--- src/hw/rtl/zzr_pkg.sv ---
// Shared types and constants for the zigzag row reorder block.
package zzr_pkg;

    localparam int BYTE_W = 8;
    localparam int ROWS_W = 7;
    localparam int STEP_W = ROWS_W + 1;
    localparam int SUM_W  = ROWS_W + 2;

    typedef struct packed {
        logic en;
        logic last;
        logic ovf;
    } zzr_rd_t;

endpackage

--- src/hw/rtl/zzr_mem.sv ---
// Message buffer: one write port, one read port with registered read data.
module zzr_mem #(
    parameter int DEPTH = 64,
    parameter int AW    = 6
) (
    input  logic                       clk,
    input  logic                       wr_en,
    input  logic [AW-1:0]              wr_addr,
    input  logic [zzr_pkg::BYTE_W-1:0] wr_data,
    input  logic                       rd_en,
    input  logic [AW-1:0]              rd_addr,
    output logic [zzr_pkg::BYTE_W-1:0] rd_data
);
    import zzr_pkg::*;

    logic [BYTE_W-1:0] mem [DEPTH];
    logic [BYTE_W-1:0] rd_data_reg;

    always_ff @(posedge clk)
    begin
        if (wr_en)
        begin
            mem[wr_addr] <= wr_data;
        end
    end

    always_ff @(posedge clk)
    begin
        if (rd_en)
        begin
            rd_data_reg <= mem[rd_addr];
        end
    end

    assign rd_data = rd_data_reg;

endmodule

--- src/hw/rtl/zzr_seq.sv ---
// Load control and zigzag read address sequencer.
module zzr_seq #(
    parameter int MAX_LEN = 64,
    parameter int AW      = 6,
    parameter int CW      = 7
) (
    input  logic                       clk,
    input  logic                       rst_n,
    input  logic [zzr_pkg::ROWS_W-1:0] num_rows,
    input  logic                       in_valid,
    output logic                       in_ready,
    input  logic [zzr_pkg::BYTE_W-1:0] in_byte,
    input  logic                       in_last,
    output logic                       wr_en,
    output logic [AW-1:0]              wr_addr,
    output logic [zzr_pkg::BYTE_W-1:0] wr_data,
    output zzr_pkg::zzr_rd_t           rd,
    output logic [AW-1:0]              rd_addr,
    input  logic                       space
);
    import zzr_pkg::*;

    localparam int IW = (CW > SUM_W) ? CW : SUM_W;

    localparam logic ST_LOAD = 1'b0;
    localparam logic ST_EMIT = 1'b1;

    logic              state_reg, state_next;
    logic [CW-1:0]     cnt_reg, cnt_next;
    logic              drop_reg, drop_next;
    logic [CW-1:0]     len_reg, len_next;
    logic              ovf_reg, ovf_next;
    logic [CW-1:0]     k_reg, k_next;
    logic [ROWS_W-1:0] r_reg, r_next;
    logic [IW-1:0]     idx_reg, idx_next;
    logic              up_reg, up_next;

    logic              accept;
    logic              room;
    logic [STEP_W-1:0] period;
    logic [STEP_W-1:0] up_step;
    logic [STEP_W-1:0] step;
    logic              in_row;
    logic              is_last;

    assign accept  = in_valid && in_ready;
    assign in_ready = (state_reg == ST_LOAD);
    assign room    = (cnt_reg < CW'(MAX_LEN));

    assign wr_en   = accept && room;
    assign wr_addr = cnt_reg[AW-1:0];
    assign wr_data = in_byte;

    assign period  = {num_rows, 1'b0} - STEP_W'(2);
    assign up_step = {r_reg, 1'b0};
    assign in_row  = (idx_reg < IW'(len_reg));
    assign is_last = ((k_reg + CW'(1)) == len_reg);

    always_comb
    begin
        if (num_rows <= ROWS_W'(1))
        begin
            step = STEP_W'(1);
        end
        else if ((r_reg == '0) || (r_reg == (num_rows - ROWS_W'(1))))
        begin
            step = period;
        end
        else if (up_reg)
        begin
            step = up_step;
        end
        else
        begin
            step = period - up_step;
        end
    end

    always_comb
    begin
        state_next = state_reg;
        cnt_next   = cnt_reg;
        drop_next  = drop_reg;
        len_next   = len_reg;
        ovf_next   = ovf_reg;
        k_next     = k_reg;
        r_next     = r_reg;
        idx_next   = idx_reg;
        up_next    = up_reg;
        rd.en      = 1'b0;
        rd.last    = is_last;
        rd.ovf     = ovf_reg;
        unique case (state_reg)
            ST_LOAD:
            begin
                if (accept)
                begin
                    if (room)
                    begin
                        cnt_next = cnt_reg + CW'(1);
                    end
                    else
                    begin
                        drop_next = 1'b1;
                    end
                    if (in_last)
                    begin
                        len_next   = room ? (cnt_reg + CW'(1)) : cnt_reg;
                        ovf_next   = drop_reg || !room;
                        k_next     = '0;
                        r_next     = '0;
                        idx_next   = '0;
                        up_next    = 1'b0;
                        state_next = ST_EMIT;
                    end
                end
            end
            ST_EMIT:
            begin
                if (!in_row)
                begin
                    r_next   = r_reg + ROWS_W'(1);
                    idx_next = IW'(r_reg) + IW'(1);
                    up_next  = 1'b0;
                end
                else if (space)
                begin
                    rd.en    = 1'b1;
                    k_next   = k_reg + CW'(1);
                    idx_next = idx_reg + IW'(step);
                    up_next  = !up_reg;
                    if (is_last)
                    begin
                        cnt_next   = '0;
                        drop_next  = 1'b0;
                        state_next = ST_LOAD;
                    end
                end
            end
            default:
            begin
                state_next = ST_LOAD;
            end
        endcase
    end

    assign rd_addr = idx_reg[AW-1:0];

    always_ff @(posedge clk or negedge rst_n)
    begin
        if (!rst_n)
        begin
            state_reg <= ST_LOAD;
            cnt_reg   <= '0;
            drop_reg  <= 1'b0;
        end
        else
        begin
            state_reg <= state_next;
            cnt_reg   <= cnt_next;
            drop_reg  <= drop_next;
        end
    end

    always_ff @(posedge clk)
    begin
        len_reg <= len_next;
        ovf_reg <= ovf_next;
        k_reg   <= k_next;
        r_reg   <= r_next;
        idx_reg <= idx_next;
        up_reg  <= up_next;
    end

endmodule

--- src/hw/rtl/zzr_outq.sv ---
// Two-word output queue fed by the buffer read port.
module zzr_outq (
    input  logic                       clk,
    input  logic                       rst_n,
    input  zzr_pkg::zzr_rd_t           rd,
    input  logic [zzr_pkg::BYTE_W-1:0] rd_data,
    output logic                       space,
    output logic                       out_valid,
    input  logic                       out_ready,
    output logic [zzr_pkg::BYTE_W-1:0] out_byte,
    output logic                       out_last,
    output logic                       overflow
);
    import zzr_pkg::*;

    logic              fly_reg;
    logic              fly_last_reg;
    logic              fly_ovf_reg;
    logic [1:0]        cnt_reg, cnt_next;
    logic              wp_reg;
    logic              rp_reg;
    logic [BYTE_W-1:0] byte_reg [2];
    logic [1:0]        last_reg;
    logic [1:0]        ovf_reg;
    logic              pop;
    logic [1:0]        used;

    assign out_valid = (cnt_reg != 2'd0);
    assign pop       = out_valid && out_ready;
    assign used      = cnt_reg + {1'b0, fly_reg} - {1'b0, pop};
    assign space     = (used < 2'd2);

    assign out_byte  = byte_reg[rp_reg];
    assign out_last  = last_reg[rp_reg];
    assign overflow  = ovf_reg[rp_reg];

    assign cnt_next  = cnt_reg + {1'b0, fly_reg} - {1'b0, pop};

    always_ff @(posedge clk or negedge rst_n)
    begin
        if (!rst_n)
        begin
            fly_reg <= 1'b0;
            cnt_reg <= 2'd0;
            wp_reg  <= 1'b0;
            rp_reg  <= 1'b0;
        end
        else
        begin
            fly_reg <= rd.en;
            cnt_reg <= cnt_next;
            if (fly_reg)
            begin
                wp_reg <= !wp_reg;
            end
            if (pop)
            begin
                rp_reg <= !rp_reg;
            end
        end
    end

    always_ff @(posedge clk)
    begin
        if (rd.en)
        begin
            fly_last_reg <= rd.last;
            fly_ovf_reg  <= rd.ovf;
        end
        if (fly_reg)
        begin
            byte_reg[wp_reg] <= rd_data;
            last_reg[wp_reg] <= fly_last_reg;
            ovf_reg[wp_reg]  <= fly_ovf_reg;
        end
    end

endmodule

--- src/hw/rtl/zigzag_row_reorder.sv ---
// Top level of the zigzag row reorder block.
//
//  channel | signals                                 | direction
//  --------+-----------------------------------------+----------
//  cfg     | cfg_valid, cfg_ready, num_rows[6:0]     | in
//  in      | in_valid, in_ready, in_byte, in_last    | in
//  out     | out_valid, out_ready, out_byte,         | out
//          | out_last, overflow                      |
//
// Loading takes one word per cycle; only the first MAX_LEN are buffered.
// After the last word, emission reads the buffer once per word, with no read
// at a row change; a word passes the read data register, then a queue entry.
// Reset leaves num_rows at 1 and an empty buffer; no clearing pass is needed.
// A stalled output holds up to two words; reads pause when the queue is full,
// and no input word is taken until every read of the message has issued.
module zigzag_row_reorder #(
    parameter int MAX_LEN = 64
) (
    input  logic                       clk,
    input  logic                       rst_n,
    input  logic                       cfg_valid,
    output logic                       cfg_ready,
    input  logic [zzr_pkg::ROWS_W-1:0] num_rows,
    input  logic                       in_valid,
    output logic                       in_ready,
    input  logic [zzr_pkg::BYTE_W-1:0] in_byte,
    input  logic                       in_last,
    output logic                       out_valid,
    input  logic                       out_ready,
    output logic [zzr_pkg::BYTE_W-1:0] out_byte,
    output logic                       out_last,
    output logic                       overflow
);
    import zzr_pkg::*;

    localparam int AW = $clog2(MAX_LEN);
    localparam int CW = $clog2(MAX_LEN + 1);

    logic [ROWS_W-1:0] num_rows_reg;
    logic              wr_en;
    logic [AW-1:0]     wr_addr;
    logic [BYTE_W-1:0] wr_data;
    zzr_rd_t           rd;
    logic [AW-1:0]     rd_addr;
    logic [BYTE_W-1:0] rd_data;
    logic              space;

    assign cfg_ready = 1'b1;

    always_ff @(posedge clk or negedge rst_n)
    begin
        if (!rst_n)
        begin
            num_rows_reg <= ROWS_W'(1);
        end
        else if (cfg_valid && cfg_ready)
        begin
            num_rows_reg <= num_rows;
        end
    end

    zzr_seq #(
        .MAX_LEN (MAX_LEN),
        .AW      (AW),
        .CW      (CW)
    ) u_seq (
        .clk      (clk),
        .rst_n    (rst_n),
        .num_rows (num_rows_reg),
        .in_valid (in_valid),
        .in_ready (in_ready),
        .in_byte  (in_byte),
        .in_last  (in_last),
        .wr_en    (wr_en),
        .wr_addr  (wr_addr),
        .wr_data  (wr_data),
        .rd       (rd),
        .rd_addr  (rd_addr),
        .space    (space)
    );

    zzr_mem #(
        .DEPTH (MAX_LEN),
        .AW    (AW)
    ) u_mem (
        .clk     (clk),
        .wr_en   (wr_en),
        .wr_addr (wr_addr),
        .wr_data (wr_data),
        .rd_en   (rd.en),
        .rd_addr (rd_addr),
        .rd_data (rd_data)
    );

    zzr_outq u_outq (
        .clk       (clk),
        .rst_n     (rst_n),
        .rd        (rd),
        .rd_data   (rd_data),
        .space     (space),
        .out_valid (out_valid),
        .out_ready (out_ready),
        .out_byte  (out_byte),
        .out_last  (out_last),
        .overflow  (overflow)
    );

endmodule
--- config.mk ---
export PLATFORM = sky130hd
export DESIGN_NAME = zigzag_row_reorder
export DESIGN_NICKNAME = d
export VERILOG_FILES = /design/src/hw/rtl/zzr_pkg.sv /design/src/hw/rtl/zzr_mem.sv /design/src/hw/rtl/zzr_seq.sv /design/src/hw/rtl/zzr_outq.sv /design/src/hw/rtl/zigzag_row_reorder.sv
export SDC_FILE = /design/constraint.sdc
export NUM_CORES = 1
export LEC_CHECK = 0
export ABC_CLOCK_PERIOD_IN_PS = 4200
export BUFFER_PORTS_ARGS = -buffer_cell sky130_fd_sc_hd__buf_2
export CORE_UTILIZATION = 55
export DETAILED_ROUTE_END_ITERATION = 12
export GPL_TIMING_DRIVEN = 1
export PLACE_DENSITY = 0.71
export SETUP_SLACK_MARGIN = 0.5
export SLEW_MARGIN = 20
export SYNTH_ARGS = -nofsm -noshare
export SYNTH_HDL_FRONTEND = slang
export SYNTH_SLANG_ARGS = --single-unit
--- constraint.sdc ---
create_clock -name clk -period 4.2 [get_ports clk]
set_input_delay 0.84 -clock clk [delete_from_list [all_inputs] [get_ports clk]]
set_output_delay 0.84 -clock clk [all_outputs]
set_load 0.02 [all_outputs]
# After elaboration in Yosys (flattened, before gate mapping)

Memory sizes are Yosys's and may differ from the RTL's. A register that Yosys moved wholly into a read port is not among the register bits.
Cells that the tools add are included.

Register bits: 59
Bits in writable memories: 528
Input port bits: 21
Output and inout port bits: 13
Memories: 2

Memory list:

| memory          | depth | bits a word | rd ports | clocked after Yosys merged registers in | wr ports | RTL line       | RTL |
|---|---|---|---|---|---|---|---|
| u_mem.mem       | 64    | 8           | 1        | 1                                       | 1        | zzr_mem.sv:16  | `logic [BYTE_W-1:0] mem [DEPTH];` |
| u_outq.byte_reg | 2     | 8           | 1        | 0                                       | 1        | zzr_outq.sv:22 | `logic [BYTE_W-1:0] byte_reg [2];` |

Add/subtract/negate cells: 10
$lt $le $gt $ge: 7
Equality and inequality tests: 10
Mux-type cells: 53
Bitwise gates (word level): 1
Reduce and logical (&&, ||, !) cells: 18

Operators by type and width:

| cell                                                                             | count |
|---|---|
| 7-bit two-way mux                                                                | 10 |
| 7-bit case mux with 2 select lines                                               | 3 |
| 9-bit two-way mux                                                                | 4 |
| 1-bit two-way mux                                                                | 26 |
| 8-bit two-way mux                                                                | 3 |
| 7-bit by 1-bit adder with 7-bit output, second input constant                    | 3 |
| 9-bit case mux with 2 select lines                                               | 1 |
| 7-bit equality test                                                              | 2 |
| 2-bit != test, second input constant                                             | 7 |
| 9-bit by 8-bit adder with 9-bit output                                           | 1 |
| 9-bit by 7-bit less-than comparator with 1-bit output                            | 1 |
| 3-bit AND reduction                                                              | 3 |
| 7-bit by 1-bit adder with 8-bit output, second input constant                    | 1 |
| 4-bit AND reduction                                                              | 2 |
| 8-bit by 2-bit subtractor with 8-bit output, second input constant               | 1 |
| 8-bit subtractor                                                                 | 1 |
| 7-bit by 1-bit less-or-equal comparator with 1-bit output, second input constant | 1 |
| 7-bit logical NOT                                                                | 1 |
| 7-bit less-than comparator, second input constant                                | 1 |
| 7-bit by 1-bit subtractor with 7-bit output, second input constant               | 1 |
| 1-bit case mux with 2 select lines                                               | 3 |
| 5-bit AND reduction                                                              | 1 |
| 2-bit bitwise mux                                                                | 2 |
| 1-bit logical AND                                                                | 4 |
| other kinds (11)                                                                 | 16 |

# Logic depth before layout (Yosys ltp)

Word-level depth: 9
Depth in mapped cells: 17
Gate-level depth less buffers: 16

# Modules after synthesis

From an unflattened synthesis, not the netlist that was laid out.

Cells, all modules: 1346
Area total of the unflattened synthesis: 24833.8 um^2

By module, submodules not included:

| module             | instances | cells an instance | area each (um^2) |
|---|---|---|---|
| zzr_mem            | 1         | 940               | 20246.9 |
| zzr_seq            | 1         | 338               | 3231.8 |
| zzr_outq           | 1         | 51                | 1051.0 |
| zigzag_row_reorder | 1         | 17                | 304.0 |

# Worst setup path after synthesis

Ideal clock, no wire load.

Path type: register to register
Start: register num_rows_reg[2]
End: register u_seq.idx_reg[6], data pin
Setup time: 0.167 ns
Arrival: 3.368 ns
Required time: 4.033 ns
Slack: 0.665 ns
Cell stages (with the launch flop): 17
Cells stage by stage: dfrtp_1 > nor3_1 > nor3b_1 > xor2_1 > ha_1 > nand4_1 > o31a_1 > clkbuf_1 > nor2_1 > a211oi_1 > ha_1 > nor2b_1 > o21a_1 > o21ai_1 > a21oi_1 > xnor2_1 > a211oi_1

Cells in the longest elaborated chain, start to end: 9

Ends and longest elaborated chain:

| what                                                                                                       | RTL line                     | RTL |
|---|---|---|
| start, declared                                                                                            | zigzag_row_reorder.sv:39     | `logic [ROWS_W-1:0] num_rows_reg;` |
| start signal, assigned                                                                                     | zigzag_row_reorder.sv:58     | `num_rows_reg <= num_rows;` |
| 8-bit by 2-bit subtractor with 8-bit output or 7-bit by 1-bit subtractor with 7-bit output (tied branches) | zzr_seq.sv:54, zzr_seq.sv:65 |  |
| 8-bit subtractor or 7-bit equality test (tied branches)                                                    | zzr_seq.sv:75, zzr_seq.sv:65 |  |
| 8-bit two-way mux or 1-bit logical OR (tied branches)                                                      | zzr_seq.sv:69, zzr_seq.sv:65 |  |
| 8-bit two-way mux                                                                                          | zzr_seq.sv:65                | `else if ((r_reg == '0) \|\| (r_reg == (num_rows - ROWS_W'(1))))` |
| 8-bit two-way mux (*)                                                                                      | zzr_seq.sv:61                | `if (num_rows <= ROWS_W'(1))` |
| 9-bit by 8-bit adder with 9-bit output (*)                                                                 | zzr_seq.sv:130               | `idx_next = idx_reg + IW'(step);` |
| 9-bit two-way mux (*)                                                                                      | zzr_seq.sv:126               | `else if (space)` |
| 9-bit two-way mux (*)                                                                                      | zzr_seq.sv:120               | `if (!in_row)` |
| 9-bit case mux with 2 select lines (*)                                                                     | zzr_seq.sv:93                | `unique case (state_reg)` |
| end signal, assigned                                                                                       | zzr_seq.sv:171               | `idx_reg <= idx_next;` |
| end, declared                                                                                              | zzr_seq.sv:35                | `logic [IW-1:0] idx_reg, idx_next;` |

Mark *: on every way between the ends. The rest lies on a longest branch, timed or not. The select of a mux whose other input is x is not followed.
A chain may end at the register's enable or synchronous reset.

# Worst setup path in the final report

Start: register num_rows_reg[0]
End: register u_seq.idx_reg[6], data pin

The elaborated chain is that of the path after synthesis.

==> key figures <==
Run status
  – Outcome: complete, no violations

Routing
  – Pre-Repair DR Iteration Count: 5
  – WL final: 50200 µm
  – Met2 wire length: roughly 24000 µm
  – WL/cell: 25.7 µm
  – Via count: 12000
  – Top sig layer: met4
  – Detailed Route Iter0 Violations: ~1200
  – ANT nets after route: 0
  – DRC viols: 0
  – Vias per cell: 6.14
  – Met1 WL: 20900 µm
  – Met3 Routed Length: 3970 µm

Logic synthesis
  – Ys async rst share: 0.0353
  – EDFF count, synth: between 500 and 600
  – Syn. warnings: 0
  – Most area-consuming cells after synthesis: edfxtp_1, mux4_2, dfrtp_1
  – Synth Register Bits: 595
  – Top cell type's share of synthesized area: 0.708
  – Avg Synthesized Cell Area: about 20 µm²
  – Sequential fraction of the synthesis area: 0.730
  – Unique masters post-synth: 64
  – Area leader, netlist: edfxtp_1
  – Synth Flop Type: edfxtp_1
  – Post-Syn Area: 24300 µm²
  – Synthesized Nets: 1299
  – Gate Count Post-Synth: 1248

CTS
  – Root Buffer Master: clkbuf_16
  – Longest Clk Path Bufs: 3
  – Clock transition at the registers of the reported paths: roughly 60 ps
  – CTS tree: yes
  – Number of H-tree levels: 2
  – Clock Latency Late Sink: 610 ps
  – Sinks on Clock Net: about 600
  – Total CTS buffers: between 50 and 60

GRT
  – Largest net degree at the start of global routing: 92
  – Overflow after GRT: 0
  – Total track usage: 0.234
  – Global-route wire length before repair: 76000 µm
  – Vias in the first global route: roughly 12000
  – Initial antenna violation count: 1

STA
  – Final Skew: 20.0 ps
  – Final worst-path cycle share: 0.845
  – Hold Fails Final Rpt: 0
  – Post-Route Setup TNS: 0 ps
  – Worst-margin pin slew: roughly 960 ps
  – Final setup vio count: 0
  – Slew headroom: 0.357
  – Tmin final: between 3000 and 4000 ps
  – Max Slew Vio Count: 0
  – RSZ-0062 raised after global routing: false
  – FMAX: roughly 0.28 GHz

Worst setup path
  – CP Class: flop to flop
  – CP max stage delay: 570 ps
  – Crit. path cell count: 16
  – Reg2reg end: u_seq.idx_reg[6]$_SDFFCE_PN0P_
  – Kind of cell adding the most delay to the critical path: compound AO/OA/AOI/OAI gates
  – Worst reg2reg setup slack: roughly 650 ps
  – Worst Setup SP: num_rows_reg[0]$_DFFE_PN1P_
  – Crit-path cells: nor3_2 > nor3b_2 > xor2_1 > ha_1 > nand4_1 > o31a_1 > buf_4 > buf_4 > nor2_1 > a211oi_2 > ha_1 > o21a_1 > o21ai_2 > a21oi_1 > xnor2_1 > a211oi_1
  – Critical path startpoint category: flop
  – Critical path endpoint category: flop
  – RR Startpoint: num_rows_reg[0]$_DFFE_PN1P_
  – Slowest-stage cell, CP: dfstp_2
  – Crit-path max FO: 5
  – Crit path required time: around 4700 ps
  – Reg2Reg Depth: 16
  – Buf+Inv Stages, Crit Path: 2
  – Critical path destination: u_seq.idx_reg[6]$_SDFFCE_PN0P_
  – Arrival @ worst endpoint: roughly 4000 ps

Power and ir drop
  – P_sw: 5.57 mW
  – Sw frac: 0.309
  – Int Power: between 10 and 15 mW
  – Power per cell area: between 600 and 700 nW/µm²
  – Worst vdd ir: about 0.00067 V
  – Logic pwr share: 0.321
  – Part of the power in registers: 0.411
  – Leak: approximately 9 nW
  – Clk pwr share: 0.268

Cells and area
  – Commonest non-fill, non-tap cell in the layout: edfxtp_1
  – Synthesis-to-finish area growth: 11.8%
  – Final instance area: 27200 µm²
  – Layout cells sized above 1: 0.262
  – Largest register FFs: 512
  – Commonest non-fill, non-tap cells in the layout: edfxtp_1, mux4_2, nor2_1
  – N_diodes: 0
  – Fillers: between 2000 and 3000
  – Nets: 1383

Worst hold path
  – Worst hold path class: input port to asynchronous set/reset pin

Floorplanning
  – Core Rows: 76
  – Die area: 45100 µm²
  – Initial Util: 0.561
  – Std-Cell Core Area: 43400 µm²
  – IO Count: 34
  – Die width: 212 µm
  – Die height: 212 µm

Placement
  – Placed instance area: 25300 µm²
  – Hpwl dp: 29800 µm
  – Global placement routability congestion: approximately 0.88
  – Quantity of I/O buffers inserted on ports: 32

Job
  – Max-cap violation count: 0
==> power by group through the flow <==
stage | clock network, mW | registers (mW) | logic (mW)
final | 4.84 | 7.40 | 5.79
after global routing | 5.12 | 7.43 | 6.27
after CTS | 4.92 | 7.39 | 5.75
after detailed placement | 0 | 7.51 | 5.70
after global placement | 0 | 7.50 | 5.63
after floorplan | 0 | 7.31 | 4.30
==> worst register-to-register path: stages, from the launching register on <==
cell and delay [ps]:
dfstp_2 570, nor3_2 60, nor3b_2 160, xor2_1 180, ha_1 340, nand4_1 90
o31a_1 380, buf_4 160, buf_4 140, nor2_1 120, a211oi_2 60, ha_1 340
o21a_1 150, o21ai_2 180, a21oi_1 100, xnor2_1 130, a211oi_1 220
==> timing repair <==
action                                  4_1_cts  5_1_grt
endpoints found under the setup margin        4        6
hold buffers                                  0        0
pin swaps                                     2       15
buffers inserted                              2        7
resized for setup                             3        9
==> how the worst min path moves through the flow <==
stage               slack, ps  cells past startpoint                    start                           end
floorplan                 400                      0  u_seq.ovf_reg$_DFFE_PP_  u_outq.fly_ovf_reg$_DFFE_PP_
global placement          410                      0  u_seq.ovf_reg$_DFFE_PP_  u_outq.fly_ovf_reg$_DFFE_PP_
detailed placement        420                      0  u_seq.ovf_reg$_DFFE_PP_  u_outq.fly_ovf_reg$_DFFE_PP_
CTS                       190                      1                    rst_n   num_rows_reg[5]$_DFFE_PN0P_
global route              220                      1                    rst_n   num_rows_reg[5]$_DFFE_PN0P_
finish                    190                      1                    rst_n   num_rows_reg[5]$_DFFE_PN0P_
==> cells by family after synthesis <==
logic type               Yosys count  synth area share
buffers and inverters             88            0.0158
AO/OA/AOI/OAI                     84            0.0241
AND/OR/NAND/NOR                  225            0.0428
adder cells (fa/ha/maj)           30            0.0160
other                              1          0.000154
flip-flops                       595             0.730
XOR/XNOR                          40            0.0150
multiplexers                     185             0.156
==> stage by stage <==
step           hold slack (ps)  std cells  worst slack, ps  total power [mW]  utilization
2_1_floorplan              400       1248              665              11.6            -
3_3_place_gp               409       1849              409              13.1        0.584
3_5_place_dp               417       1849              310              13.2        0.584
4_1_cts                    191       1950              509              18.1        0.625
5_1_grt                    217       1957              441              18.8        0.628
6_report                   193       1957              651              18.0        0.628
==> routing by layer <==
layer,track usage,up-vias
met2,0.362,467
met4,0.0824,0
met5,0,-
li1,-,5209
met3,0.0501,102
met1,0.333,6243
==> area by class of cell <==
cell class | count | area (µm²) | area share
clock buffers | 67 | 1460 | 0.0538
inverters | 26 | 97.6 | 0.00359
flip-flops and latches | 595 | 17800 | 0.653
well taps | 585 | 732 | 0.0269
repair buffers | 87 | 641 | 0.0235
clock inverters | 32 | 269 | 0.00989
multi-input cells | 565 | 6240 | 0.229
==> synthesized netlist by cell type (all sizes together) (8+ instances only) <==
library cell,count
a21oi,13
and2,8
buf,22
clkbuf,40
dfrtp,20
edfxtp,574
ha,28
inv,26
mux2,22
mux2i,9
mux4,154
nand2,27
nand2b,8
nand3,16
nor2,119
nor2b,8
nor3,10
o21ai,15
o22ai,14
xnor2,24
xor2,15
(Power assumes the default switching activity.)
